## src/rtl/core/itrd_pkg.sv

```systemverilog
// Shared constants and helpers for the integer-to-radix digit unit.
package itrd_pkg;

   localparam int VALUE_BITS_DEFAULT = 31;
   localparam int RADIX_W            = 6;
   localparam int CHAR_W             = 7;

   localparam logic [RADIX_W-1:0] RADIX_RESET = 6'd10;
   localparam logic [RADIX_W-1:0] RADIX_MIN   = 6'd2;
   localparam logic [RADIX_W-1:0] RADIX_MAX   = 6'd36;

   localparam logic [RADIX_W-1:0] DIGIT_NINE = 6'd9;
   localparam logic [RADIX_W-1:0] DIGIT_TEN  = 6'd10;
   localparam logic [CHAR_W-1:0]  CHAR_ZERO  = 7'h30;
   localparam logic [CHAR_W-1:0]  CHAR_ALPHA = 7'h41;

   // Clamp a written base into the supported range.
   function automatic logic [RADIX_W-1:0] clamp_radix(input logic [RADIX_W-1:0] r);
      logic [RADIX_W-1:0] res;
      res = r;
      if (r < RADIX_MIN) begin
         res = RADIX_MIN;
      end else if (r > RADIX_MAX) begin
         res = RADIX_MAX;
      end
      return res;
   endfunction

   // Map a digit value to its ASCII character.
   function automatic logic [CHAR_W-1:0] digit_to_ascii(input logic [RADIX_W-1:0] d);
      logic [CHAR_W-1:0] res;
      if (d <= DIGIT_NINE) begin
         res = CHAR_ZERO + CHAR_W'(d);
      end else begin
         res = CHAR_ALPHA + CHAR_W'(d - DIGIT_TEN);
      end
      return res;
   endfunction

endpackage

```

## src/rtl/core/itrd_front.sv

```systemverilog
// Front stage: base register, input acceptance and zero-key filtering.
module itrd_front #(
   parameter int VALUE_BITS = itrd_pkg::VALUE_BITS_DEFAULT
) (
   input  logic                         clock,
   input  logic                         reset,
   input  logic                         csr_valid,
   output logic                         csr_ready,
   input  logic [itrd_pkg::RADIX_W-1:0] csr_radix,
   input  logic                         req_push,
   output logic                         req_full,
   input  logic [VALUE_BITS-1:0]        req_value,
   output logic                         q_push,
   input  logic                         q_full,
   output logic [VALUE_BITS-1:0]        q_value,
   output logic [itrd_pkg::RADIX_W-1:0] q_radix
);

   logic [itrd_pkg::RADIX_W-1:0] radix_ff, radix_in;
   logic                         stage_valid_ff, stage_valid_in;
   logic [VALUE_BITS-1:0]        stage_value_ff;
   logic [itrd_pkg::RADIX_W-1:0] stage_radix_ff;
   logic                         accept;
   logic                         move;

   assign csr_ready = 1'b1;
   assign move      = stage_valid_ff && !q_full;
   assign req_full  = stage_valid_ff && q_full;
   assign accept    = req_push && !req_full;
   assign q_push    = stage_valid_ff;
   assign q_value   = stage_value_ff;
   assign q_radix   = stage_radix_ff;

   always_comb begin
      radix_in = radix_ff;
      if (csr_valid) begin
         radix_in = csr_radix;
      end
      stage_valid_in = stage_valid_ff;
      if (accept) begin
         // drop a zero key: it has no digits
         stage_valid_in = (req_value != '0);
      end else if (move) begin
         stage_valid_in = 1'b0;
      end
   end

   always_ff @(posedge clock) begin
      if (reset) begin
         radix_ff       <= itrd_pkg::RADIX_RESET;
         stage_valid_ff <= 1'b0;
      end else begin
         radix_ff       <= radix_in;
         stage_valid_ff <= stage_valid_in;
      end
   end

   always_ff @(posedge clock) begin
      if (accept) begin
         stage_value_ff <= req_value;
         stage_radix_ff <= itrd_pkg::clamp_radix(radix_ff);
      end
   end

endmodule

```

## src/rtl/core/itrd_queue.sv

```systemverilog
// Two-entry queue between the front and back stages.
module itrd_queue #(
   parameter int WIDTH = itrd_pkg::VALUE_BITS_DEFAULT + itrd_pkg::RADIX_W
) (
   input  logic             clock,
   input  logic             reset,
   input  logic             push,
   input  logic [WIDTH-1:0] wdata,
   output logic             full,
   input  logic             pop,
   output logic [WIDTH-1:0] rdata,
   output logic             empty
);

   logic [WIDTH-1:0] slot_ff [2];
   logic             wr_ptr_ff, wr_ptr_in;
   logic             rd_ptr_ff, rd_ptr_in;
   logic [1:0]       count_ff, count_in;
   logic             do_push, do_pop;

   assign full    = (count_ff == 2'd2);
   assign empty   = (count_ff == 2'd0);
   assign do_push = push && !full;
   assign do_pop  = pop && !empty;
   assign rdata   = slot_ff[rd_ptr_ff];

   always_comb begin
      wr_ptr_in = do_push ? !wr_ptr_ff : wr_ptr_ff;
      rd_ptr_in = do_pop ? !rd_ptr_ff : rd_ptr_ff;
      count_in  = count_ff;
      if (do_push && !do_pop) begin
         count_in = count_ff + 2'd1;
      end else if (do_pop && !do_push) begin
         count_in = count_ff - 2'd1;
      end
   end

   always_ff @(posedge clock) begin
      if (reset) begin
         wr_ptr_ff <= 1'b0;
         rd_ptr_ff <= 1'b0;
         count_ff  <= 2'd0;
      end else begin
         wr_ptr_ff <= wr_ptr_in;
         rd_ptr_ff <= rd_ptr_in;
         count_ff  <= count_in;
      end
   end

   always_ff @(posedge clock) begin
      if (do_push) begin
         slot_ff[wr_ptr_ff] <= wdata;
      end
   end

endmodule

```

## src/rtl/core/itrd_back.sv

```systemverilog
// Back stage: bit-serial divider, digit memory and output register.
module itrd_back #(
   parameter int VALUE_BITS = itrd_pkg::VALUE_BITS_DEFAULT
) (
   input  logic                         clock,
   input  logic                         reset,
   input  logic                         q_empty,
   output logic                         q_pop,
   input  logic [VALUE_BITS-1:0]        q_value,
   input  logic [itrd_pkg::RADIX_W-1:0] q_radix,
   output logic                         rsp_empty,
   input  logic                         rsp_pop,
   output logic [itrd_pkg::CHAR_W-1:0]  rsp_digit_char,
   output logic                         rsp_last
);

   localparam int BIT_W = $clog2(VALUE_BITS);
   localparam int CNT_W = $clog2(VALUE_BITS + 1);
   localparam int MEM_DEPTH = 2 ** CNT_W;
   localparam logic [BIT_W-1:0] BIT_MAX = BIT_W'(VALUE_BITS - 1);
   localparam int RW = itrd_pkg::RADIX_W;

   localparam logic [1:0] ST_IDLE = 2'd0;
   localparam logic [1:0] ST_DIV  = 2'd1;
   localparam logic [1:0] ST_EMIT = 2'd2;

   logic [1:0]            state_ff, state_in;
   logic [VALUE_BITS-1:0] quo_ff, quo_in;
   logic [RW-1:0]         rem_ff, rem_in;
   logic [RW-1:0]         radix_ff, radix_in;
   logic [BIT_W-1:0]      bit_ff, bit_in;
   logic [CNT_W-1:0]      cnt_ff, cnt_in;
   logic [CNT_W-1:0]      emit_idx_ff, emit_idx_in;
   logic                  rd_pend_ff, rd_pend_in;
   logic                  rd_last_ff;
   logic [RW-1:0]         rd_digit_ff;
   logic                  out_valid_ff, out_valid_in;
   logic [itrd_pkg::CHAR_W-1:0] out_char_ff;
   logic                  out_last_ff;

   logic [RW-1:0]         digit_mem [MEM_DEPTH];

   logic [RW:0]           trial;
   logic                  ge;
   logic [RW-1:0]         rem_step;
   logic [VALUE_BITS-1:0] quo_step;
   logic                  div_done;
   logic                  xfer;
   logic                  issue;

   assign trial    = {rem_ff, quo_ff[VALUE_BITS-1]};
   assign ge       = (trial >= {1'b0, radix_ff});
   assign rem_step = ge ? RW'(trial - {1'b0, radix_ff}) : trial[RW-1:0];
   assign quo_step = {quo_ff[VALUE_BITS-2:0], ge};
   assign div_done = (state_ff == ST_DIV) && (bit_ff == '0);

   assign xfer  = rd_pend_ff && (!out_valid_ff || rsp_pop);
   assign issue = (state_ff == ST_EMIT) && (!rd_pend_ff || xfer);

   assign rsp_empty      = !out_valid_ff;
   assign rsp_digit_char = out_char_ff;
   assign rsp_last       = out_last_ff;

   always_comb begin
      state_in    = state_ff;
      quo_in      = quo_ff;
      rem_in      = rem_ff;
      radix_in    = radix_ff;
      bit_in      = bit_ff;
      cnt_in      = cnt_ff;
      emit_idx_in = emit_idx_ff;
      q_pop       = 1'b0;
      case (state_ff)
         ST_IDLE: begin
            if (!q_empty) begin
               q_pop    = 1'b1;
               quo_in   = q_value;
               radix_in = q_radix;
               rem_in   = '0;
               bit_in   = BIT_MAX;
               cnt_in   = '0;
               state_in = ST_DIV;
            end
         end
         ST_DIV: begin
            quo_in = quo_step;
            rem_in = rem_step;
            bit_in = bit_ff - BIT_W'(1);
            if (bit_ff == '0) begin
               rem_in = '0;
               bit_in = BIT_MAX;
               if (quo_step == '0) begin
                  emit_idx_in = cnt_ff;
                  state_in    = ST_EMIT;
               end else begin
                  cnt_in = cnt_ff + CNT_W'(1);
               end
            end
         end
         ST_EMIT: begin
            if (issue) begin
               emit_idx_in = emit_idx_ff - CNT_W'(1);
               if (emit_idx_ff == '0) begin
                  state_in = ST_IDLE;
               end
            end
         end
         default: begin
            state_in = ST_IDLE;
         end
      endcase

      rd_pend_in = rd_pend_ff;
      if (issue) begin
         rd_pend_in = 1'b1;
      end else if (xfer) begin
         rd_pend_in = 1'b0;
      end

      out_valid_in = out_valid_ff;
      if (xfer) begin
         out_valid_in = 1'b1;
      end else if (rsp_pop) begin
         out_valid_in = 1'b0;
      end
   end

   always_ff @(posedge clock) begin
      if (reset) begin
         state_ff     <= ST_IDLE;
         rd_pend_ff   <= 1'b0;
         out_valid_ff <= 1'b0;
      end else begin
         state_ff     <= state_in;
         rd_pend_ff   <= rd_pend_in;
         out_valid_ff <= out_valid_in;
      end
   end

   always_ff @(posedge clock) begin
      quo_ff      <= quo_in;
      rem_ff      <= rem_in;
      radix_ff    <= radix_in;
      bit_ff      <= bit_in;
      cnt_ff      <= cnt_in;
      emit_idx_ff <= emit_idx_in;
   end

   // digit memory: written least significant first, read back in reverse
   always_ff @(posedge clock) begin
      if (div_done) begin
         digit_mem[cnt_ff] <= rem_step;
      end
   end

   always_ff @(posedge clock) begin
      if (issue) begin
         rd_digit_ff <= digit_mem[emit_idx_ff];
         rd_last_ff  <= (emit_idx_ff == '0);
      end
   end

   always_ff @(posedge clock) begin
      if (xfer) begin
         out_char_ff <= itrd_pkg::digit_to_ascii(rd_digit_ff);
         out_last_ff <= rd_last_ff;
      end
   end

   a_rem_below_radix: assert property (@(posedge clock) disable iff (reset)
      (state_ff == ST_DIV) |-> (rem_ff < radix_ff))
      else $error("remainder not below base during division");

   a_radix_range: assert property (@(posedge clock) disable iff (reset)
      (state_ff != ST_IDLE) |-> (radix_ff >= itrd_pkg::RADIX_MIN &&
                                 radix_ff <= itrd_pkg::RADIX_MAX))
      else $error("base out of range in back stage");

   a_emit_idx_range: assert property (@(posedge clock) disable iff (reset)
      (state_ff == ST_EMIT) |-> (emit_idx_ff < CNT_W'(VALUE_BITS)))
      else $error("digit index beyond key width");

   a_char_range: assert property (@(posedge clock) disable iff (reset)
      out_valid_ff |-> (out_char_ff >= 7'd48 && out_char_ff <= 7'd90))
      else $error("output character outside 0-9, A-Z");

endmodule

```

## src/rtl/core/integer_to_radix_digits_unit.sv

```systemverilog
// Top level of the integer-to-radix digit conversion unit.
//
// Usage:
//   req_  : input queue port. A key word is taken when req_push is high and
//           req_full is low. A zero key is taken and dropped (no digits).
//   rsp_  : output queue port. While rsp_empty is low the oldest digit word
//           sits on rsp_digit_char/rsp_last; pop it with rsp_pop. Digits come
//           most significant first; rsp_last marks the least significant one.
//   csr_  : base register write port, always ready. Write only while idle;
//           values below 2 or above 36 act as 2 or 36. Reset value is 10.
//   Path:   the front register, then the queue, then one pass of the shared
//           bit-serial divider per digit, then the digit read register and
//           the output register.
//   Flow:   a key is divided, then its digits go out one digit per cycle
//           while rsp_pop is high; the next key starts after its last digit.
//   Reset (synchronous, active high) empties the front stage, the queue and
//   the output register and sets the base to 10. No clearing pass is needed.
//   A stalled receiver holds the output word; the read-out stops, then the
//   queue and front register fill and req_full rises.
module integer_to_radix_digits_unit #(
   parameter int VALUE_BITS = itrd_pkg::VALUE_BITS_DEFAULT
) (
   input  logic                         clock,
   input  logic                         reset,
   input  logic                         req_push,
   output logic                         req_full,
   input  logic [VALUE_BITS-1:0]        req_value,
   output logic                         rsp_empty,
   input  logic                         rsp_pop,
   output logic [itrd_pkg::CHAR_W-1:0]  rsp_digit_char,
   output logic                         rsp_last,
   input  logic                         csr_valid,
   output logic                         csr_ready,
   input  logic [itrd_pkg::RADIX_W-1:0] csr_radix
);

   localparam int Q_W = VALUE_BITS + itrd_pkg::RADIX_W;

   // front to queue
   logic                         fq_push;
   logic                         fq_full;
   logic [VALUE_BITS-1:0]        fq_value;
   logic [itrd_pkg::RADIX_W-1:0] fq_radix;

   // queue to back
   logic                         qb_pop;
   logic                         qb_empty;
   logic [Q_W-1:0]               qb_word;

   // accept keys, hold the base register, drop zero keys
   itrd_front #(
      .VALUE_BITS(VALUE_BITS)
   ) u_front (
      .clock     (clock),
      .reset     (reset),
      .csr_valid (csr_valid),
      .csr_ready (csr_ready),
      .csr_radix (csr_radix),
      .req_push  (req_push),
      .req_full  (req_full),
      .req_value (req_value),
      .q_push    (fq_push),
      .q_full    (fq_full),
      .q_value   (fq_value),
      .q_radix   (fq_radix)
   );

   // decouple the front from the long-running divider
   itrd_queue #(
      .WIDTH(Q_W)
   ) u_queue (
      .clock (clock),
      .reset (reset),
      .push  (fq_push),
      .wdata ({fq_radix, fq_value}),
      .full  (fq_full),
      .pop   (qb_pop),
      .rdata (qb_word),
      .empty (qb_empty)
   );

   // divide, store digits, then replay them most significant first
   itrd_back #(
      .VALUE_BITS(VALUE_BITS)
   ) u_back (
      .clock          (clock),
      .reset          (reset),
      .q_empty        (qb_empty),
      .q_pop          (qb_pop),
      .q_value        (qb_word[VALUE_BITS-1:0]),
      .q_radix        (qb_word[Q_W-1:VALUE_BITS]),
      .rsp_empty      (rsp_empty),
      .rsp_pop        (rsp_pop),
      .rsp_digit_char (rsp_digit_char),
      .rsp_last       (rsp_last)
   );

endmodule

```

## config.mk

```make
export PLATFORM = sky130hd
export DESIGN_NAME = integer_to_radix_digits_unit
export DESIGN_NICKNAME = d
export VERILOG_FILES = /design/src/rtl/core/itrd_pkg.sv /design/src/rtl/core/itrd_front.sv /design/src/rtl/core/itrd_queue.sv /design/src/rtl/core/itrd_back.sv /design/src/rtl/core/integer_to_radix_digits_unit.sv
export SDC_FILE = /design/constraint.sdc
export NUM_CORES = 1
export LEC_CHECK = 0
export ABC_CLOCK_PERIOD_IN_PS = 6000
export BUFFER_PORTS_ARGS = -buffer_cell sky130_fd_sc_hd__buf_2
export CAP_MARGIN = 20
export CORE_ASPECT_RATIO = 1.25
export CORE_UTILIZATION = 55
export CTS_CLUSTER_SIZE = 30
export DETAILED_ROUTE_END_ITERATION = 16
export GPL_TIMING_DRIVEN = 0
export PLACE_DENSITY_LB_ADDON = 0.3
export RECOVER_POWER = 100
export SYNTH_ARGS = -nofsm -noshare
export SYNTH_HDL_FRONTEND = slang
export SYNTH_SLANG_ARGS = --single-unit
```

## constraint.sdc

```tcl
create_clock -name clock -period 6 [get_ports clock]
set_input_delay 0.9 -clock clock [delete_from_list [all_inputs] [get_ports clock]]
set_output_delay 0.9 -clock clock [all_outputs]
set_load 0.05 [all_outputs]
```

==> out/qor.txt, run 1 <==
Outcome - finished, violations left
Failing checks - max-capacitance violations, max-slew violations
DIE WIDTH - 153 um
Initial antenna violation count - 0
Period minus WS final - 4.36 ns
DRC viols - 0
Post-synth cell types - 48
Post_cts resized - 0
R2r setup slk - 1.64 ns
Synth Flop Type - edfxtp_1
Final Skew - 0.0186 ns
Final net count - 1097
Slew margin rel. - -0.551
Sequential Power Share - 0.493
Chip height - 191 um
Setup Crit Path Kind - reg -> reg
# Max-Cap Violations - 4
Inserted Clock Buffers - 37
Final Instance Area - 17500 sq um
NetSw - 2.67 mW
Clock transition at path regs - 0.06 ns
Root Buffer - clkbuf_16
Hold_buf cts - 0
Die area - 29200 sq um
Actual slew at the worst max-slew pin - 2.33 ns
WP data arrival - 4.75 ns
Lkg Pwr - 5.85 nW
Worst-case clock buffer depth - 3
# IOs - 53
Int Power - 6.08 mW
Global-route usage over all layers - 0.196
Final ANT Viol Nets - 0
Power Density - 499 nW/um^2
Worst skew pair latency - 0.52 ns
Ant. Diodes - 0
H-tree Lvls - 2
CTS tree - yes
Setup violations, final - 0
Combinational share of power - 0.245
Sum Neg Setup Slack - 0 ns
Pre-Repair DR Iteration Count - 5
Final hold vios - 0
CP startpoint kind - flop
First-pass GRT wire length - 43400 um
Cell Rows - 68
Largest net degree at the start of global routing - 38
Vias per cell - 5.73
Synth Register Bits - 392
Crit path largest cell delay - 0.76 ns
Share of cells above drive strength 1 - 0.128
Setup Buffers After CTS - 0
Crit path cell chain - clkbuf_1, clkbuf_1, clkbuf_1, clkbuf_1, inv_1, ha_1, nor4b_1, a311o_1, a2111oi_0
Synth warnings - 0
Number of flops mapped to enable cells by yosys - 376
DP Area - 16500 sq um
Filler instances - 1975
Clock power share - 0.262
Final Routed Wirelength - 27700 um
Crit-path max FO - 10
Clock Sinks - 392
Area Growth Syn to Fin - 11.8%
CP max stage cell - clkbuf_1
Initial DRC Count - 636
Fraction of registers with async set/reset - 0
RD Place Congestion - 0.827
Sequential area share after synthesis - 0.741
DR vias - 8086
Worst hold path type - reg -> reg
DR WL/cell - 19.6 um
Vias in the first global route - 8201
Dpl hpwl - 18600 um
Max frequency - 0.230 GHz
Starting Density - 0.563
Mapped Nets - 1004
Switching share of power - 0.305
Syn_area_per_cell - 16.6 sq um
Number of I/O port buffers - 50
GRT overflow - 0
Mapped Cells - 942
Req. time, crit path - 6.39 ns
Unrepaired setup endpoints after global routing - false
Fin. max-slew vios - 124
Cell mode on critical path - clkbuf_1
Crit end category - flop
Peak supply drop - 0.000364 V
Cell Area, Synth - 15700 sq um
Fin crit share - 0.726
Core footprint - 27800 sq um
## metal layers
metal | track usage | up-vias | share of wire
met4 | 0.0882 | 0 | 0.039
met3 | 0.0277 | 69 | 0.048
met5 | 0 | - | 0
met1 | 0.235 | 3962 | 0.39
li1 | - | 3805 | -
met2 | 0.355 | 250 | 0.52
## cells in the final DEF, fill, tap and decap left out, types with 8 or more instances in the layout
cell type	instances
clkinv_2	9
xnor2_1	10
clkbuf_16	39
edfxtp_1	376
a21oi_1	16
nor4_1	16
nand4_1	8
a22oi_1	14
nand2b_1	10
nand2_1	63
buf_2	32
mux4_2	32
mux2i_1	81
dfxtp_1	16
xor2_1	9
clkbuf_1	59
ha_1	19
nand3_1	12
inv_1	25
nor2b_1	10
nor2_1	70
o21ai_0	45
nor3_1	13
## power by group through the flow
stage	logic [mW]	clock network, mW	registers [mW]
3_3_place_gp	2.09	0	4.36
6_report	2.15	2.29	4.31
3_5_place_dp	2.28	0	4.33
2_1_floorplan	1.46	0	4.31
5_1_grt	2.38	2.42	4.35
4_1_cts	2.29	2.32	4.28
## cells in the mapped netlist, drive strengths merged, types with 2 or more instances
master / instances / area, sq um
edfxtp: 376 / 11300
mux2i: 81 / 811
nor2: 70 / 263
nand2: 63 / 236
o21ai: 45 / 225
mux4: 32 / 721
inv: 25 / 93.8
clkbuf: 21 / 78.8
buf: 19 / 119
ha: 19 / 238
a21oi: 16 / 80.1
dfxtp: 16 / 320
nor4: 16 / 100
a22oi: 14 / 105
nor3: 13 / 65.1
nand3: 12 / 65.1
mux2: 10 / 113
nand2b: 10 / 62.6
nor2b: 10 / 62.6
xnor2: 10 / 87.6
and2: 9 / 56.3
xor2: 9 / 78.8
nand4: 8 / 50.1
nand3b: 5 / 37.5
a2111oi: 4 / 72.6
o21a: 4 / 30.0
or3: 4 / 25.0
a211oi: 3 / 22.5
o31ai: 3 / 22.5
nor4b: 2 / 17.5
o31a: 2 / 17.5
## critical path: cells and delay by family (launching register included)
kind | cells | cell delay, ns
simple gates | 1 | 0.20
flops | 1 | 0.32
compound gates | 2 | 0.79
buf+inv | 5 | 2.67
fa+ha+maj | 1 | 0.25
## layout make-up
| class | count | area (sq um) | area share |
|---|---|---|---|
| Sequential cell | 392 | 11600 | 0.663 |
| Multi-Input combinational cell | 485 | 3760 | 0.215 |
| Clock buffer | 44 | 1010 | 0.0579 |
| Tap cell | 350 | 438 | 0.0250 |
| Timing Repair Buffer | 54 | 234 | 0.0134 |
| Clock inverter | 22 | 190 | 0.0109 |
| Buffer | 40 | 178 | 0.0101 |
| Inverter | 25 | 93.8 | 0.00536 |
## metrics by stage
stage	hold WS, ns	power [mW]	worst slack, ns	instances	utilization
5_1_grt	0.444	9.15	1.32	1412	0.630
6_report	0.439	8.74	1.64	1412	0.630
2_1_floorplan	0.400	5.77	2.60	942	-
4_1_cts	0.441	8.90	2.78	1412	0.635
3_5_place_dp	0.428	6.61	2.79	1346	0.591
3_3_place_gp	0.422	6.45	0.930	1342	0.588
## path summary, 6_finish.rpt
check	end	depth (start not counted)	from
max reg2reg	u_back.state_ff[1]	9	u_back.emit_idx_ff[0]
min reg2reg	u_queue.slot_ff[0][7]	0	u_front.q_value[7]
max	u_back.state_ff[1]	9	u_back.emit_idx_ff[0]
min	u_queue.slot_ff[0][7]	0	u_front.q_value[7]
## logic make-up (layout without fill, tap and decap cells)
kind of cell,Yosys count,in the layout,synth area share
muxes,123,123,0.105
other,1,1,0.000239
AOI/OAI and AO/OA,96,96,0.0395
xor gates and xnor gates,19,19,0.0106
adders and majority gates,21,21,0.0171
DFF,392,392,0.741
buffers and inverters,65,185,0.0186
and+or+nand+nor,225,225,0.0683
## state kept, by name (all words and copies together) (netlist names), 6 cells and up, named ones only
signal,cells
u_front.q_value,31
u_back.radix_ff,6
u_back.rsp_digit_char,7
u_back.rem_ff,6
u_back.quo_ff,31
u_queue.slot_ff,74
u_front.q_radix,6
u_back.digit_mem,192
u_front.radix_ff,6
u_back.rd_digit_ff,6
(Power assumes the default switching activity.)
==> run 2, diff against run 1 <==
ABC_AREA = 1   (was default)
ABC_CLOCK_PERIOD_IN_PS = 3950   (was 6000)
clock period = 3.95 ns   (was 6 ns; I/O delays follow)
==> out/qor.txt, run 2 <==
Cell mode on critical path - nand2_1
Crit end category - flop
Pre-Repair DR Iteration Count - 5 (unchanged)
GRT overflow - 0 (unchanged)
Req. time, crit path - 4.16 ns (-2.23 ns)
Initial DRC Count - 845 (+33%)
Chip height - 194 um (+1.9%)
Worst hold path type - in -> reg
DIE WIDTH - 156 um (+1.8%)
Core footprint - 29200 sq um (+4.8%)
# Max-Cap Violations - 1 (-3)
Number of flops mapped to enable cells by yosys - 376 (unchanged)
Unrepaired setup endpoints after global routing - false
Setup Buffers After CTS - 0 (unchanged)
Die area - 30300 sq um (+3.7%)
Crit path cell chain - ha_1, nand2_1, nand2_1, nor2_1, nor2_1, nor2_1, nand2_1, nand2_1, clkbuf_1
Final ANT Viol Nets - 0 (unchanged)
Lkg Pwr - 6.85 nW (+17%)
Worst-case clock buffer depth - 3 (unchanged)
Hold_buf cts - 0 (unchanged)
Biggest regs - u_back.digit_mem: 192 flops, u_queue.slot_ff: 74 flops
Failing checks - max-capacitance violations, max-slew violations
Reg2reg path depth - 9 (unchanged)
Synth top area share - 0.694 (-0.0263)
Multi-input gate area - 3870 sq um (+3.0%)
H-tree Lvls - 2 (unchanged)
Fin. max-slew vios - 16 (-87%)
Synth warnings - 0 (unchanged)
Critical R2R Launch - u_back.rem_ff[1]
Post-synth cell types - 34 (-29%)
# IOs - 53 (unchanged)
DR vias - 10300 (+27%)
Crit-path max FO - 19 (+9)
Final Skew - 0.0292 ns (+0.0106 ns)
Clock transition at path regs - 0.06 ns (about the same)
Commonest non-fill, non-tap cell in the layout - edfxtp_1
Largest net degree at the start of global routing - 33 (-13%)
CP startpoint kind - flop
Area Growth Syn to Fin - 13.5%
Starting Density - 0.558 (-0.00562)
Inst Count DP - 1855 (+38%)
Cell Rows - 70 (+2.9%)
Vias per cell - 5.34 (-6.7%)
Max layer used - met4
Global-route usage over all layers - 0.232 (+0.0359)
Power Density - 785 nW/um^2 (+57%)
Mapped Nets - 1461 (+46%)
Max frequency - 0.308 GHz (+34%)
Largest Register - u_back.digit_mem
Largest register FFs - 192 (unchanged)
WP data arrival - 3.46 ns (-1.29 ns)
Sum Neg Setup Slack - 0 ns (unchanged)
End of the critical path - u_back.digit_mem[18][4]
Post-synth top cells - edfxtp_1 (376), nand2_1 (263), nor2_1 (219)
Share of cells above drive strength 1 - 0.0974 (-0.0306)
Crit path largest cell delay - 0.64 ns (-0.12 ns)
Post-Layout Cell Count - 1925 (+36%)
Setup Crit Path Kind - reg -> reg
Cell Area, Synth - 16300 sq um (+3.8%)
Final Routed Wirelength - 33900 um (+22%)
Met2 WL - 18000 um (+24%)
Number of I/O port buffers - 51 (+2.0%)
Mapped Cells - 1399 (+49%)
R2r setup slk - 0.70 ns (-0.94 ns)
Synth Flop Type - edfxtp_1
Syn_area_per_cell - 11.6 sq um (-30%)
Worst reg2reg path endpoint - u_back.digit_mem[18][4]
Root Buffer - clkbuf_16
Area contributors post-synth - edfxtp_1 (69%), nand2_1 (6.1%), nor2_1 (5.1%)
FF/Latch Area - 11600 sq um (unchanged)
Filler instances - 2213 (+12%)
CP max stage cell - clkbuf_1
Crit path from - u_back.rem_ff[1]
Setup violations, final - 0 (unchanged)
Outcome - finished, violations left
DRC viols - 0 (unchanged)
Fraction of registers with async set/reset - 0 (unchanged)
Worst skew pair latency - 0.54 ns (+0.02 ns)
Clock Sinks - 392 (unchanged)
Period minus WS final - 3.25 ns (-1.11 ns)
Synth Register Bits - 392 (unchanged)
Peak supply drop - 0.000546 V (+50%)
Sequential area share after synthesis - 0.714 (-0.0270)
Fin crit share - 0.823 (+0.0967)
DR WL/cell - 17.6 um (-10%)
WL met1 - 12300 um (+14%)
CTS tree - yes
Post_cts resized - 0 (unchanged)
Slew margin rel. - -0.165 (+0.386)
Vias in the first global route - 10300 (+26%)
Area leader, netlist - edfxtp_1
Inserted Clock Buffers - 38 (+2.7%)
Initial antenna violation count - 0 (unchanged)
Count leader, synth - edfxtp_1
Final hold vios - 0 (unchanged)
RD Place Congestion - 0.926 (+12%)
Most frequent cells in the layout - edfxtp_1 (376), nand2_1 (263), nor2_1 (222)
Actual slew at the worst max-slew pin - 1.74 ns (-0.585 ns)
Dpl hpwl - 23300 um (+25%)
Final net count - 1562 (+42%)
DR WL met3 - 1630 um (+24%)
First-pass GRT wire length - 53100 um (+22%)
Ant. Diodes - 0 (unchanged)
run 2: routing by layer:
layer,GRT usage,vias to the layer above
met5,0,-
met4,0.145,0
met3,0.0320,102
met2,0.417,364
met1,0.257,4812
li1,-,5010
run 2: area by class of cell:
type	count	area share
buffer	56	0.0165
inverter	118	0.0241
multi-input combinational	833	0.210
tap	396	0.0268
clock inverter	26	0.0184
timing repair buffer	61	0.0224
clock buffer	43	0.0531
sequential	392	0.629
run 2: logic make-up (layout without fill, tap and decap cells):
group	count (synthesis)	in the layout	synth area share
and+or+nand+nor	597	597	0.150
muxes	8	8	0.00538
DFF	392	392	0.714
other	1	1	0.000231
adders and majority gates	20	20	0.0158
buffers and inverters	174	304	0.0471
xor gates and xnor gates	10	10	0.00538
AOI/OAI and AO/OA	197	197	0.0621
run 2: worst min path at each step:
stage | startpoint | to | slack [ns] | cells after the start
after detailed placement | u_back.rd_last_ff | u_back.rsp_last | 0.41 | 0
after CTS | req_value[4] | u_front.q_value[4] | 0.22 | 1
after global routing | req_value[19] | u_front.q_value[19] | 0.21 | 1
after floorplan | u_back.rd_last_ff | u_back.rsp_last | 0.40 | 0
final | req_value[4] | u_front.q_value[4] | 0.24 | 1
after global placement | u_back.rd_last_ff | u_back.rsp_last | 0.41 | 0
run 2: through the flow:
stage / worst slack (ns) / power, mW / hold WS [ns] / utilization / area, sq um
2_1_floorplan: 1.27 / 8.89 / 0.400 / - / 16300
3_3_place_gp: 0.340 / 10.2 / 0.411 / 0.583 / 17000
3_5_place_dp: 1.08 / 10.8 / 0.410 / 0.592 / 17300
4_1_cts: 1.04 / 14.6 / 0.217 / 0.637 / 18600
5_1_grt: 0.499 / 15.2 / 0.213 / 0.633 / 18500
6_report: 0.701 / 14.5 / 0.236 / 0.633 / 18500
run 2: where the power goes:
group	switching [mW]	internal (mW)
sequential	0.223	6.26
combinational	3.03	1.19
clock	1.53	2.27
run 2: critical path, delay by kind of cell, from the launching register on:
kind	cells	cell delay, ns
adders and majority gates	1	0.37
buffers and inverters	1	0.64
DFF	1	0.41
and+or+nand+nor	7	1.50
